==> config.mk <==
export PLATFORM = sky130hd
export DESIGN_NAME = business_day_counter
export DESIGN_NICKNAME = d
export VERILOG_FILES = /design/src/hw/rtl/bdc_pkg.sv /design/src/hw/rtl/bdc_sequencer.sv /design/src/hw/rtl/bdc_datapath.sv /design/src/hw/rtl/business_day_counter.sv
export SDC_FILE = /design/constraint.sdc
export NUM_CORES = 1
export LEC_CHECK = 0
export BUFFER_PORTS_ARGS = -buffer_cell sky130_fd_sc_hd__buf_4
export CAP_MARGIN = 10
export CORE_ASPECT_RATIO = 0.9
export CORE_MARGIN = 1.5
export CORE_UTILIZATION = 50
export DETAILED_ROUTE_END_ITERATION = 16
export PLACE_DENSITY = 0.73
export SLEW_MARGIN = 20
export SYNTH_ARGS = -nofsm -noshare
export SYNTH_HDL_FRONTEND = slang
export SYNTH_SLANG_ARGS = --single-unit
==> constraint.sdc <==
create_clock -name clk -period 19.71 [get_ports clk]
set_input_delay 0.9855 -clock clk [delete_from_list [all_inputs] [get_ports clk]]
set_output_delay 0.9855 -clock clk [all_outputs]
set_load 0.01 [all_outputs]
==> src/hw/rtl/bdc_pkg.sv <==
`timescale 1ns / 1ps
`default_nettype none

package bdc_pkg;

  // Field widths
  localparam int DAY_W   = 5;
  localparam int MONTH_W = 4;
  localparam int YEAR_W  = 14;
  localparam int CNT_W   = 22;
  localparam int RES_W   = 9;   // year remainder in the 400-year cycle
  localparam int VSUM_W  = 10;  // weekday sum before mod 7
  localparam int IN_W    = 48;
  localparam int OUT_W   = 24;
  localparam int UPC_W   = 3;

  localparam logic [CNT_W-1:0]  COUNT_MAX  = {CNT_W{1'b1}};
  localparam logic [YEAR_W-1:0] YEAR_CYCLE = YEAR_W'(400);
  localparam logic [RES_W-1:0]  RES_LAST   = RES_W'(399);
  localparam logic [2:0]        WD_FRI     = 3'd5;
  localparam logic [2:0]        WD_SAT     = 3'd6;
  localparam logic [MONTH_W-1:0] MONTH_MAR = MONTH_W'(3);
  localparam logic [MONTH_W-1:0] MONTH_DEC = MONTH_W'(12);

  // Datapath operation selected by the control word
  typedef enum logic [2:0] {
    OP_LOAD,
    OP_REDUCE,
    OP_CHECK,
    OP_STEP,
    OP_EMIT
  } op_t;

  // Branch condition selected by the control word
  typedef enum logic [2:0] {
    COND_ACCEPT,
    COND_REDUCED,
    COND_VALID,
    COND_IN_RANGE,
    COND_OUT_FREE
  } cond_t;

  typedef struct packed {
    op_t              op;
    cond_t            cond;
    logic [UPC_W-1:0] tgt_true;
    logic [UPC_W-1:0] tgt_false;
  } ucode_t;

  // Status from datapath to sequencer
  typedef struct packed {
    logic accept;
    logic reduced;
    logic valid;
    logic in_range;
    logic out_free;
  } flags_t;

  // Leap year from the year's remainder modulo 400
  function automatic logic is_leap(input logic [RES_W-1:0] r);
    logic cent;
    cent = (r == RES_W'(100)) || (r == RES_W'(200)) || (r == RES_W'(300));
    return (r == '0) || ((r[1:0] == 2'b00) && !cent);
  endfunction

  // Month length, zero for a month code outside 1..12
  function automatic logic [DAY_W-1:0] days_in_month(input logic [MONTH_W-1:0] m,
                                                     input logic leap);
    logic [DAY_W-1:0] n;
    case (m)
      4'd1, 4'd3, 4'd5, 4'd7, 4'd8, 4'd10, 4'd12: n = DAY_W'(31);
      4'd4, 4'd6, 4'd9, 4'd11:                    n = DAY_W'(30);
      4'd2:    n = leap ? DAY_W'(29) : DAY_W'(28);
      default: n = '0;
    endcase
    return n;
  endfunction

  // (31 * mm) / 12 with March as mm = 1
  function automatic logic [DAY_W-1:0] month_offset(input logic [MONTH_W-1:0] m);
    logic [DAY_W-1:0] t;
    case (m)
      4'd1:    t = DAY_W'(28);
      4'd2:    t = DAY_W'(31);
      4'd3:    t = DAY_W'(2);
      4'd4:    t = DAY_W'(5);
      4'd5:    t = DAY_W'(7);
      4'd6:    t = DAY_W'(10);
      4'd7:    t = DAY_W'(12);
      4'd8:    t = DAY_W'(15);
      4'd9:    t = DAY_W'(18);
      4'd10:   t = DAY_W'(20);
      4'd11:   t = DAY_W'(23);
      4'd12:   t = DAY_W'(25);
      default: t = '0;
    endcase
    return t;
  endfunction

  // x mod 7 by reciprocal 292/2048, quotient low by at most one
  function automatic logic [2:0] mod7(input logic [VSUM_W-1:0] x);
    logic [18:0]       p;
    logic [VSUM_W-1:0] q;
    logic [VSUM_W-1:0] r;
    p = 19'(x) * 19'd292;
    q = VSUM_W'(p[18:11]);
    r = x - VSUM_W'(q * VSUM_W'(7));
    return (r >= VSUM_W'(7)) ? 3'(r - VSUM_W'(7)) : r[2:0];
  endfunction

endpackage

`default_nettype wire

==> src/hw/rtl/bdc_sequencer.sv <==
`timescale 1ns / 1ps
`default_nettype none

module bdc_sequencer (
  input  wire logic           clk,
  input  wire logic           rst,
  input  wire bdc_pkg::flags_t flags,
  output bdc_pkg::op_t        op
);

  // Step addresses
  localparam logic [bdc_pkg::UPC_W-1:0] UPC_WAIT   = 3'd0;
  localparam logic [bdc_pkg::UPC_W-1:0] UPC_REDUCE = 3'd1;
  localparam logic [bdc_pkg::UPC_W-1:0] UPC_CHECK  = 3'd2;
  localparam logic [bdc_pkg::UPC_W-1:0] UPC_STEP   = 3'd3;
  localparam logic [bdc_pkg::UPC_W-1:0] UPC_EMIT   = 3'd4;

  logic [bdc_pkg::UPC_W-1:0] upc;
  logic [bdc_pkg::UPC_W-1:0] upc_next;
  bdc_pkg::ucode_t           word;
  logic                      taken;

  // Control store: op, branch condition, target if true, target if false
  function automatic bdc_pkg::ucode_t rom(input logic [bdc_pkg::UPC_W-1:0] a);
    bdc_pkg::ucode_t w;
    case (a)
      UPC_WAIT:   w = '{bdc_pkg::OP_LOAD,   bdc_pkg::COND_ACCEPT,   UPC_REDUCE, UPC_WAIT};
      UPC_REDUCE: w = '{bdc_pkg::OP_REDUCE, bdc_pkg::COND_REDUCED,  UPC_CHECK,  UPC_REDUCE};
      UPC_CHECK:  w = '{bdc_pkg::OP_CHECK,  bdc_pkg::COND_VALID,    UPC_STEP,   UPC_EMIT};
      UPC_STEP:   w = '{bdc_pkg::OP_STEP,   bdc_pkg::COND_IN_RANGE, UPC_STEP,   UPC_EMIT};
      UPC_EMIT:   w = '{bdc_pkg::OP_EMIT,   bdc_pkg::COND_OUT_FREE, UPC_WAIT,   UPC_EMIT};
      default:    w = '{bdc_pkg::OP_LOAD,   bdc_pkg::COND_ACCEPT,   UPC_WAIT,   UPC_WAIT};
    endcase
    return w;
  endfunction

  assign word = rom(upc);
  assign op   = word.op;

  // Branch condition select
  always_comb begin
    case (word.cond)
      bdc_pkg::COND_ACCEPT:   taken = flags.accept;
      bdc_pkg::COND_REDUCED:  taken = flags.reduced;
      bdc_pkg::COND_VALID:    taken = flags.valid;
      bdc_pkg::COND_IN_RANGE: taken = flags.in_range;
      bdc_pkg::COND_OUT_FREE: taken = flags.out_free;
      default:                taken = 1'b0;
    endcase
    upc_next = taken ? word.tgt_true : word.tgt_false;
  end

  // Step counter
  always_ff @(posedge clk) begin
    if (rst) begin
      upc <= UPC_WAIT;
    end else begin
      upc <= upc_next;
    end
  end

endmodule

`default_nettype wire

==> src/hw/rtl/bdc_datapath.sv <==
`timescale 1ns / 1ps
`default_nettype none

module bdc_datapath (
  input  wire logic                     clk,
  input  wire logic                     rst,
  input  wire bdc_pkg::op_t             op,
  output bdc_pkg::flags_t               flags,
  input  wire logic                     s_tvalid,
  output logic                          s_tready,
  input  wire logic [bdc_pkg::IN_W-1:0] s_tdata,
  output logic                          m_tvalid,
  input  wire logic                     m_tready,
  output logic [bdc_pkg::OUT_W-1:0]     m_tdata,
  output logic                          m_tuser
);

  // Date cursor (starts at the first date) and end bound
  logic [bdc_pkg::DAY_W-1:0]   cur_d;
  logic [bdc_pkg::MONTH_W-1:0] cur_m;
  logic [bdc_pkg::YEAR_W-1:0]  cur_y;
  logic [bdc_pkg::DAY_W-1:0]   end_d;
  logic [bdc_pkg::MONTH_W-1:0] end_m;
  logic [bdc_pkg::YEAR_W-1:0]  end_y;
  // Years reduced modulo 400
  logic [bdc_pkg::YEAR_W-1:0]  rem_s;
  logic [bdc_pkg::YEAR_W-1:0]  rem_e;
  logic [bdc_pkg::RES_W-1:0]   ymod;
  logic [2:0]                  wd;
  logic [bdc_pkg::CNT_W-1:0]   cnt;
  logic                        bad;
  // Output register
  logic [bdc_pkg::CNT_W-1:0]   out_cnt;
  logic                        out_bad;
  logic                        out_valid;

  logic                        accept;
  logic                        out_free;
  logic                        reduced;
  logic                        valid;
  logic                        in_range;
  logic [bdc_pkg::DAY_W-1:0]   dim_s;
  logic [bdc_pkg::DAY_W-1:0]   dim_e;
  logic [bdc_pkg::DAY_W-1:0]   dim_cur;
  logic                        a;
  logic [bdc_pkg::RES_W-1:0]   rsh;
  logic [1:0]                  rdiv;
  logic [bdc_pkg::VSUM_W-1:0]  vsum;
  logic [2:0]                  start_wd;

  assign s_tready = (op == bdc_pkg::OP_LOAD);
  assign accept   = s_tvalid && s_tready;
  assign out_free = !out_valid || m_tready;

  // Date checks
  always_comb begin
    reduced  = (rem_s < bdc_pkg::YEAR_CYCLE) && (rem_e < bdc_pkg::YEAR_CYCLE);
    dim_s    = bdc_pkg::days_in_month(cur_m, bdc_pkg::is_leap(rem_s[bdc_pkg::RES_W-1:0]));
    dim_e    = bdc_pkg::days_in_month(end_m, bdc_pkg::is_leap(rem_e[bdc_pkg::RES_W-1:0]));
    valid    = (dim_s != '0) && (cur_d != '0) && (cur_d <= dim_s) &&
               (dim_e != '0) && (end_d != '0) && (end_d <= dim_e);
    in_range = {cur_y, cur_m, cur_d} < {end_y, end_m, end_d};
    dim_cur  = bdc_pkg::days_in_month(cur_m, bdc_pkg::is_leap(ymod));
  end

  // Start weekday; whole 400-year cycles drop out mod 7
  always_comb begin
    a = (cur_m < bdc_pkg::MONTH_MAR);
    if (a) begin
      rsh = (rem_s[bdc_pkg::RES_W-1:0] == '0) ? bdc_pkg::RES_LAST
                                                : rem_s[bdc_pkg::RES_W-1:0] - 1'b1;
    end else begin
      rsh = rem_s[bdc_pkg::RES_W-1:0];
    end
    if (rsh >= bdc_pkg::RES_W'(300)) begin
      rdiv = 2'd3;
    end else if (rsh >= bdc_pkg::RES_W'(200)) begin
      rdiv = 2'd2;
    end else if (rsh >= bdc_pkg::RES_W'(100)) begin
      rdiv = 2'd1;
    end else begin
      rdiv = 2'd0;
    end
    vsum = bdc_pkg::VSUM_W'(cur_d) + bdc_pkg::VSUM_W'(rsh) + bdc_pkg::VSUM_W'(rsh >> 2)
         - bdc_pkg::VSUM_W'(rdiv) + bdc_pkg::VSUM_W'(bdc_pkg::month_offset(cur_m));
    start_wd = bdc_pkg::mod7(vsum);
  end

  assign flags = '{accept: accept, reduced: reduced, valid: valid,
                   in_range: in_range, out_free: out_free};

  // Datapath registers, one operation per control word
  always_ff @(posedge clk) begin
    case (op)
      bdc_pkg::OP_LOAD: begin
        if (accept) begin
          cur_d <= s_tdata[4:0];
          cur_m <= s_tdata[8:5];
          cur_y <= s_tdata[22:9];
          end_d <= s_tdata[27:23];
          end_m <= s_tdata[31:28];
          end_y <= s_tdata[45:32];
          rem_s <= s_tdata[22:9];
          rem_e <= s_tdata[45:32];
        end
      end
      bdc_pkg::OP_REDUCE: begin
        if (rem_s >= bdc_pkg::YEAR_CYCLE) begin
          rem_s <= rem_s - bdc_pkg::YEAR_CYCLE;
        end
        if (rem_e >= bdc_pkg::YEAR_CYCLE) begin
          rem_e <= rem_e - bdc_pkg::YEAR_CYCLE;
        end
      end
      bdc_pkg::OP_CHECK: begin
        bad  <= !valid;
        cnt  <= '0;
        ymod <= rem_s[bdc_pkg::RES_W-1:0];
        wd   <= start_wd;
      end
      bdc_pkg::OP_STEP: begin
        if (in_range) begin
          // count working days, saturating
          if ((wd != bdc_pkg::WD_FRI) && (wd != bdc_pkg::WD_SAT) &&
              (cnt != bdc_pkg::COUNT_MAX)) begin
            cnt <= cnt + 1'b1;
          end
          wd <= (wd == bdc_pkg::WD_SAT) ? 3'd0 : wd + 1'b1;
          // advance one day with month and year rollover
          if (cur_d == dim_cur) begin
            cur_d <= bdc_pkg::DAY_W'(1);
            if (cur_m == bdc_pkg::MONTH_DEC) begin
              cur_m <= bdc_pkg::MONTH_W'(1);
              cur_y <= cur_y + 1'b1;
              ymod  <= (ymod == bdc_pkg::RES_LAST) ? '0 : ymod + 1'b1;
            end else begin
              cur_m <= cur_m + 1'b1;
            end
          end else begin
            cur_d <= cur_d + 1'b1;
          end
        end
      end
      bdc_pkg::OP_EMIT: begin
        if (out_free) begin
          out_cnt <= bad ? '0 : cnt;
          out_bad <= bad;
        end
      end
      default: ;
    endcase
  end

  // Output register valid
  always_ff @(posedge clk) begin
    if (rst) begin
      out_valid <= 1'b0;
    end else if ((op == bdc_pkg::OP_EMIT) && out_free) begin
      out_valid <= 1'b1;
    end else if (m_tready) begin
      out_valid <= 1'b0;
    end
  end

  assign m_tvalid = out_valid;
  assign m_tdata  = bdc_pkg::OUT_W'(out_cnt);
  assign m_tuser  = out_bad;

endmodule

`default_nettype wire

==> src/hw/rtl/business_day_counter.sv <==
// Each item runs load, modulo-400 reduction of both years, date check, the step loop over
//   the days of the range, and emit; a bad date skips the step loop. The block takes no
//   new item until the emit step has stored the previous result.
// The step loop advances one day per cycle; a stalled output adds its stall to the
//   emit step.
// A new item is taken while the previous result waits in the output register.
// Reset (rst, synchronous, active high) returns the sequencer to wait and empties the output.
`timescale 1ns / 1ps
`default_nettype none

module business_day_counter (
  input  wire logic                     clk,
  input  wire logic                     rst,
  input  wire logic                     s_tvalid,
  output logic                          s_tready,
  // start_day, start_month, start_year, end_day, end_month, end_year, pad
  input  wire logic [bdc_pkg::IN_W-1:0] s_tdata,
  output logic                          m_tvalid,
  input  wire logic                     m_tready,
  // business_days, pad
  output logic [bdc_pkg::OUT_W-1:0]     m_tdata,
  // bad_date
  output logic                          m_tuser
);

  bdc_pkg::op_t    op;
  bdc_pkg::flags_t flags;

  bdc_sequencer u_seq (
    .clk   (clk),
    .rst   (rst),
    .flags (flags),
    .op    (op)
  );

  bdc_datapath u_dp (
    .clk      (clk),
    .rst      (rst),
    .op       (op),
    .flags    (flags),
    .s_tvalid (s_tvalid),
    .s_tready (s_tready),
    .s_tdata  (s_tdata),
    .m_tvalid (m_tvalid),
    .m_tready (m_tready),
    .m_tdata  (m_tdata),
    .m_tuser  (m_tuser)
  );

endmodule

`default_nettype wire

==> metrics.md <==
| Metric | Value |
|---|---|
| Worst Skew | between 10 and 15 ps |
| Min-delay src | u_dp.m_tvalid$_SDFFE_PP0P_ |
| Max Fanout on Critical Path | 7 |
| Synth Warn # | 0 |
| Slew HR | 29.7% |
| CP Class | flop to flop |
| Largest stage delay, worst path | about 530 ps |
| DIE HEIGHT | roughly 140 microns |
| TritonCTS clock tree | done |
| N_diodes | 0 |
| Initial antenna violation count | 0 |
| Wire per inst | ~15 microns |
| Buf/Inv on CP | 7 |
| Final Hold Fails | 0 |
| Setup slack, reg-to-reg | slightly above 7000 ps |
| Register bit total from synthesis | ~140 |
| Final period demand of the worst path | around 13000 ps |
| Hold_buf cts | 0 |
| Crit Reg-Reg Endpoint | u_dp.wd[1]$_DFFE_PP_ |
| Root buffer cell | clkbuf_16 |
| Non-filler cells, final | approximately 1.5k |
| Top cell type's share of synthesized area | a little over a third |
| Core area | ~21000 sq um |
| Worst r2r src | u_dp.cur_m[1]$_DFFE_PP_ |
| Post-synth ARST share | 0% |
| Total of max-cap violations | 0 |
| Synthesized area per cell | a little under 10 sq um |
| Nets | about 1.4k |
| DP Worst Slack | 7070 ps |
| Layout cells sized above 1 | 11.2% |
| DR vias | ~8k |
| Routed Antenna Nets | 0 |
| I/O pin cnt | ~80 |
| Crit path DAT | between 10000 and 15000 ps |
| Initial core utilization | 51.5% |
| Drt total wl | ~22000 microns |
| H-tree depth | 4 |
| Post-synth top cells | 132 x edfxtp_1, 131 x ha_1, 128 x inv_1 |
| Row Count | 50 |
| Remaining DRCs | 0 |
| Detailed-router iteration count before antenna repair | 5 |
| DP Cell Count | between 1k and 1.5k |
| Mapped cell area | ~11000 sq um |
| Fill count | 1840 |
| Req. time, crit path | slightly below 20000 ps |
| First-pass GRT wire length | 36900 microns |
| Most used flip-flop cell after synthesis | edfxtp_1 |
| Synth area leader | edfxtp_1 |
| DPL Wire Length | ~17000 microns |
| Reg clk slew, reported paths | roughly 70 ps |
| DR iter-0 viols | approximately 460 |
| CTS buffer count | 17 |
| Gpl congestion | a little under 0.9 |
| Worst Max-Slew Pin Slew | 1060 ps |
| Distinct cells, synth | between 60 and 70 |
| Hold Slack | ~500 ps |
| Area grow syn2layout | 12.9% |
| Synth area leaders | edfxtp_1 37%, ha_1 15%, inv_1 4.4% |
| Sum Neg Setup Slack | 0 ps |
| Status | complete, no violations |
| CTS Sinks | 141 |
| Hold crit path type | flop to flop |
| Hold endpoint | u_dp.m_tvalid$_SDFFE_PP0P_ |
| Crit path launch type | flop |
| Number of global-route vias before repair | around 7.7k |
| CTS max path bufs | 2 |
| Number of flops mapped to enable cells by yosys | between 100 and 150 |
| Mapped Cells | between 1k and 1.5k |
| Slew Viols, Final | 0 |
| Count of input and output buffers | 74 |
| Pin count of the biggest net entering global routing | 70 |
| Post-cts sizing count | 0 |
| RSZ-0062 raised after global routing | false |
| Postcts setup bufs | 0 |
| Top delay family on crit path | adder cells |
| Die W | between 150 and 200 microns |
| CP max-delay cell | fa_1 |
| Hold path cells | 2 |
| Worst Reg-to-Reg Cells | 49 |
| Seq/Total Area, Yosys | 38.2% |
| Setup violations, final | 0 |
| Critical Path End Type | flop |
| Die area | 22600 sq um |
| Most common cell in the netlist | edfxtp_1 |
| DR vias/cell | approximately 5.4 |
| Total GRT Usage | 20.7% |
| Worst setup slack after layout | between 7000 and 8000 ps |
| GRT Residual Overflow | 0 |
| Clk_lat worst skew | 430 ps |
| FMAX | 0.0789 GHz |
| Period utilization | between 60% and 70% |
metal layers:
metal / GRT usage [%] / wire length (microns) / part of all wire [%]
met5: 0 / 0 / 0
met4: 5.26 / 273 / 1.2
met3: 4.10 / 977 / 4.4
met2: 34.0 / 10400 / 47
met1: 27.9 / 10400 / 47
worst reg2reg max path: cells and delay by family (launching register included):
family / cells / cell delay [ps]
compound gates: 16 / 2820
xor+xnor: 2 / 580
fa+ha+maj: 14 / 5260
buf+inv: 7 / 520
flops: 1 / 520
mux: 1 / 250
simple gates: 9 / 2420
cell families after synthesis:
group	count (synthesis)	share of synthesized area, %
AO/OA/AOI/OAI	212	12.0
XOR/XNOR	91	7.36
adder cells (fa/ha/maj)	153	19.2
buffers and inverters	157	5.52
flip-flops	141	38.2
multiplexers	13	1.30
other	1	0.0346
AND/OR/NAND/NOR	351	16.3
layout by cell type, fill, tap and decap left out, types with 45 or more instances in the layout:
cell,instances
a21oi_1,52
edfxtp_1,132
nand2_1,97
inv_1,128
buf_4,78
xor2_1,46
ha_1,131
o21ai_0,69
nor2_1,68
xnor2_1,45
worst max path at each step:
stage | startpoint | end | slack (ps) | cells past startpoint
floorplan | u_dp.cur_m[0]$_DFFE_PP_ | u_dp.wd[1]$_DFFE_PP_ | 8480 | 48
global placement | u_dp.cur_m[1]$_DFFE_PP_ | u_dp.wd[1]$_DFFE_PP_ | 7270 | 49
detailed placement | u_dp.cur_m[1]$_DFFE_PP_ | u_dp.wd[1]$_DFFE_PP_ | 7070 | 49
CTS | u_dp.cur_m[1]$_DFFE_PP_ | u_dp.wd[1]$_DFFE_PP_ | 7030 | 49
global route | u_dp.cur_m[1]$_DFFE_PP_ | u_dp.wd[1]$_DFFE_PP_ | 6020 | 49
finish | u_dp.cur_m[1]$_DFFE_PP_ | u_dp.wd[1]$_DFFE_PP_ | 7040 | 49
registers in the layout, indices dropped and copies added (netlist names), named ones only:
signal	cells
u_dp.rem_e	14
u_dp.wd	3
u_dp.end_y	14
u_dp.cur_y	14
u_dp.m_tuser	1
u_dp.rem_s	14
u_dp.ymod	9
u_dp.bad	1
u_dp.cur_d	5
u_dp.cur_m	4
u_dp.m_tvalid	1
u_seq.upc	3
u_dp.end_m	4
u_dp.out_cnt	22
u_dp.cnt	22
u_dp.end_d	5
cell type report:
cell class | count | area [sq um] | area share [%]
Sequential cell | 141 | 4140 | 33.9
Clock inverter | 15 | 126 | 1.03
Multi-Input combinational cell | 822 | 6120 | 50.0
Timing Repair Buffer | 78 | 586 | 4.79
Inverter | 128 | 480 | 3.93
Clock buffer | 17 | 425 | 3.48
Tap cell | 286 | 358 | 2.92
per-stage QoR:
stage	utilization (%)	area (sq um)
2_1_floorplan	-	10800
3_3_place_gp	55.5	11700
3_5_place_dp	55.6	11700
4_1_cts	58.2	12200
5_1_grt	58.2	12200
6_report	58.2	12200
Power is left out: the tool's default activity adds up to more than one toggle a clock period on the data nets, which glitch-free logic cannot reach.
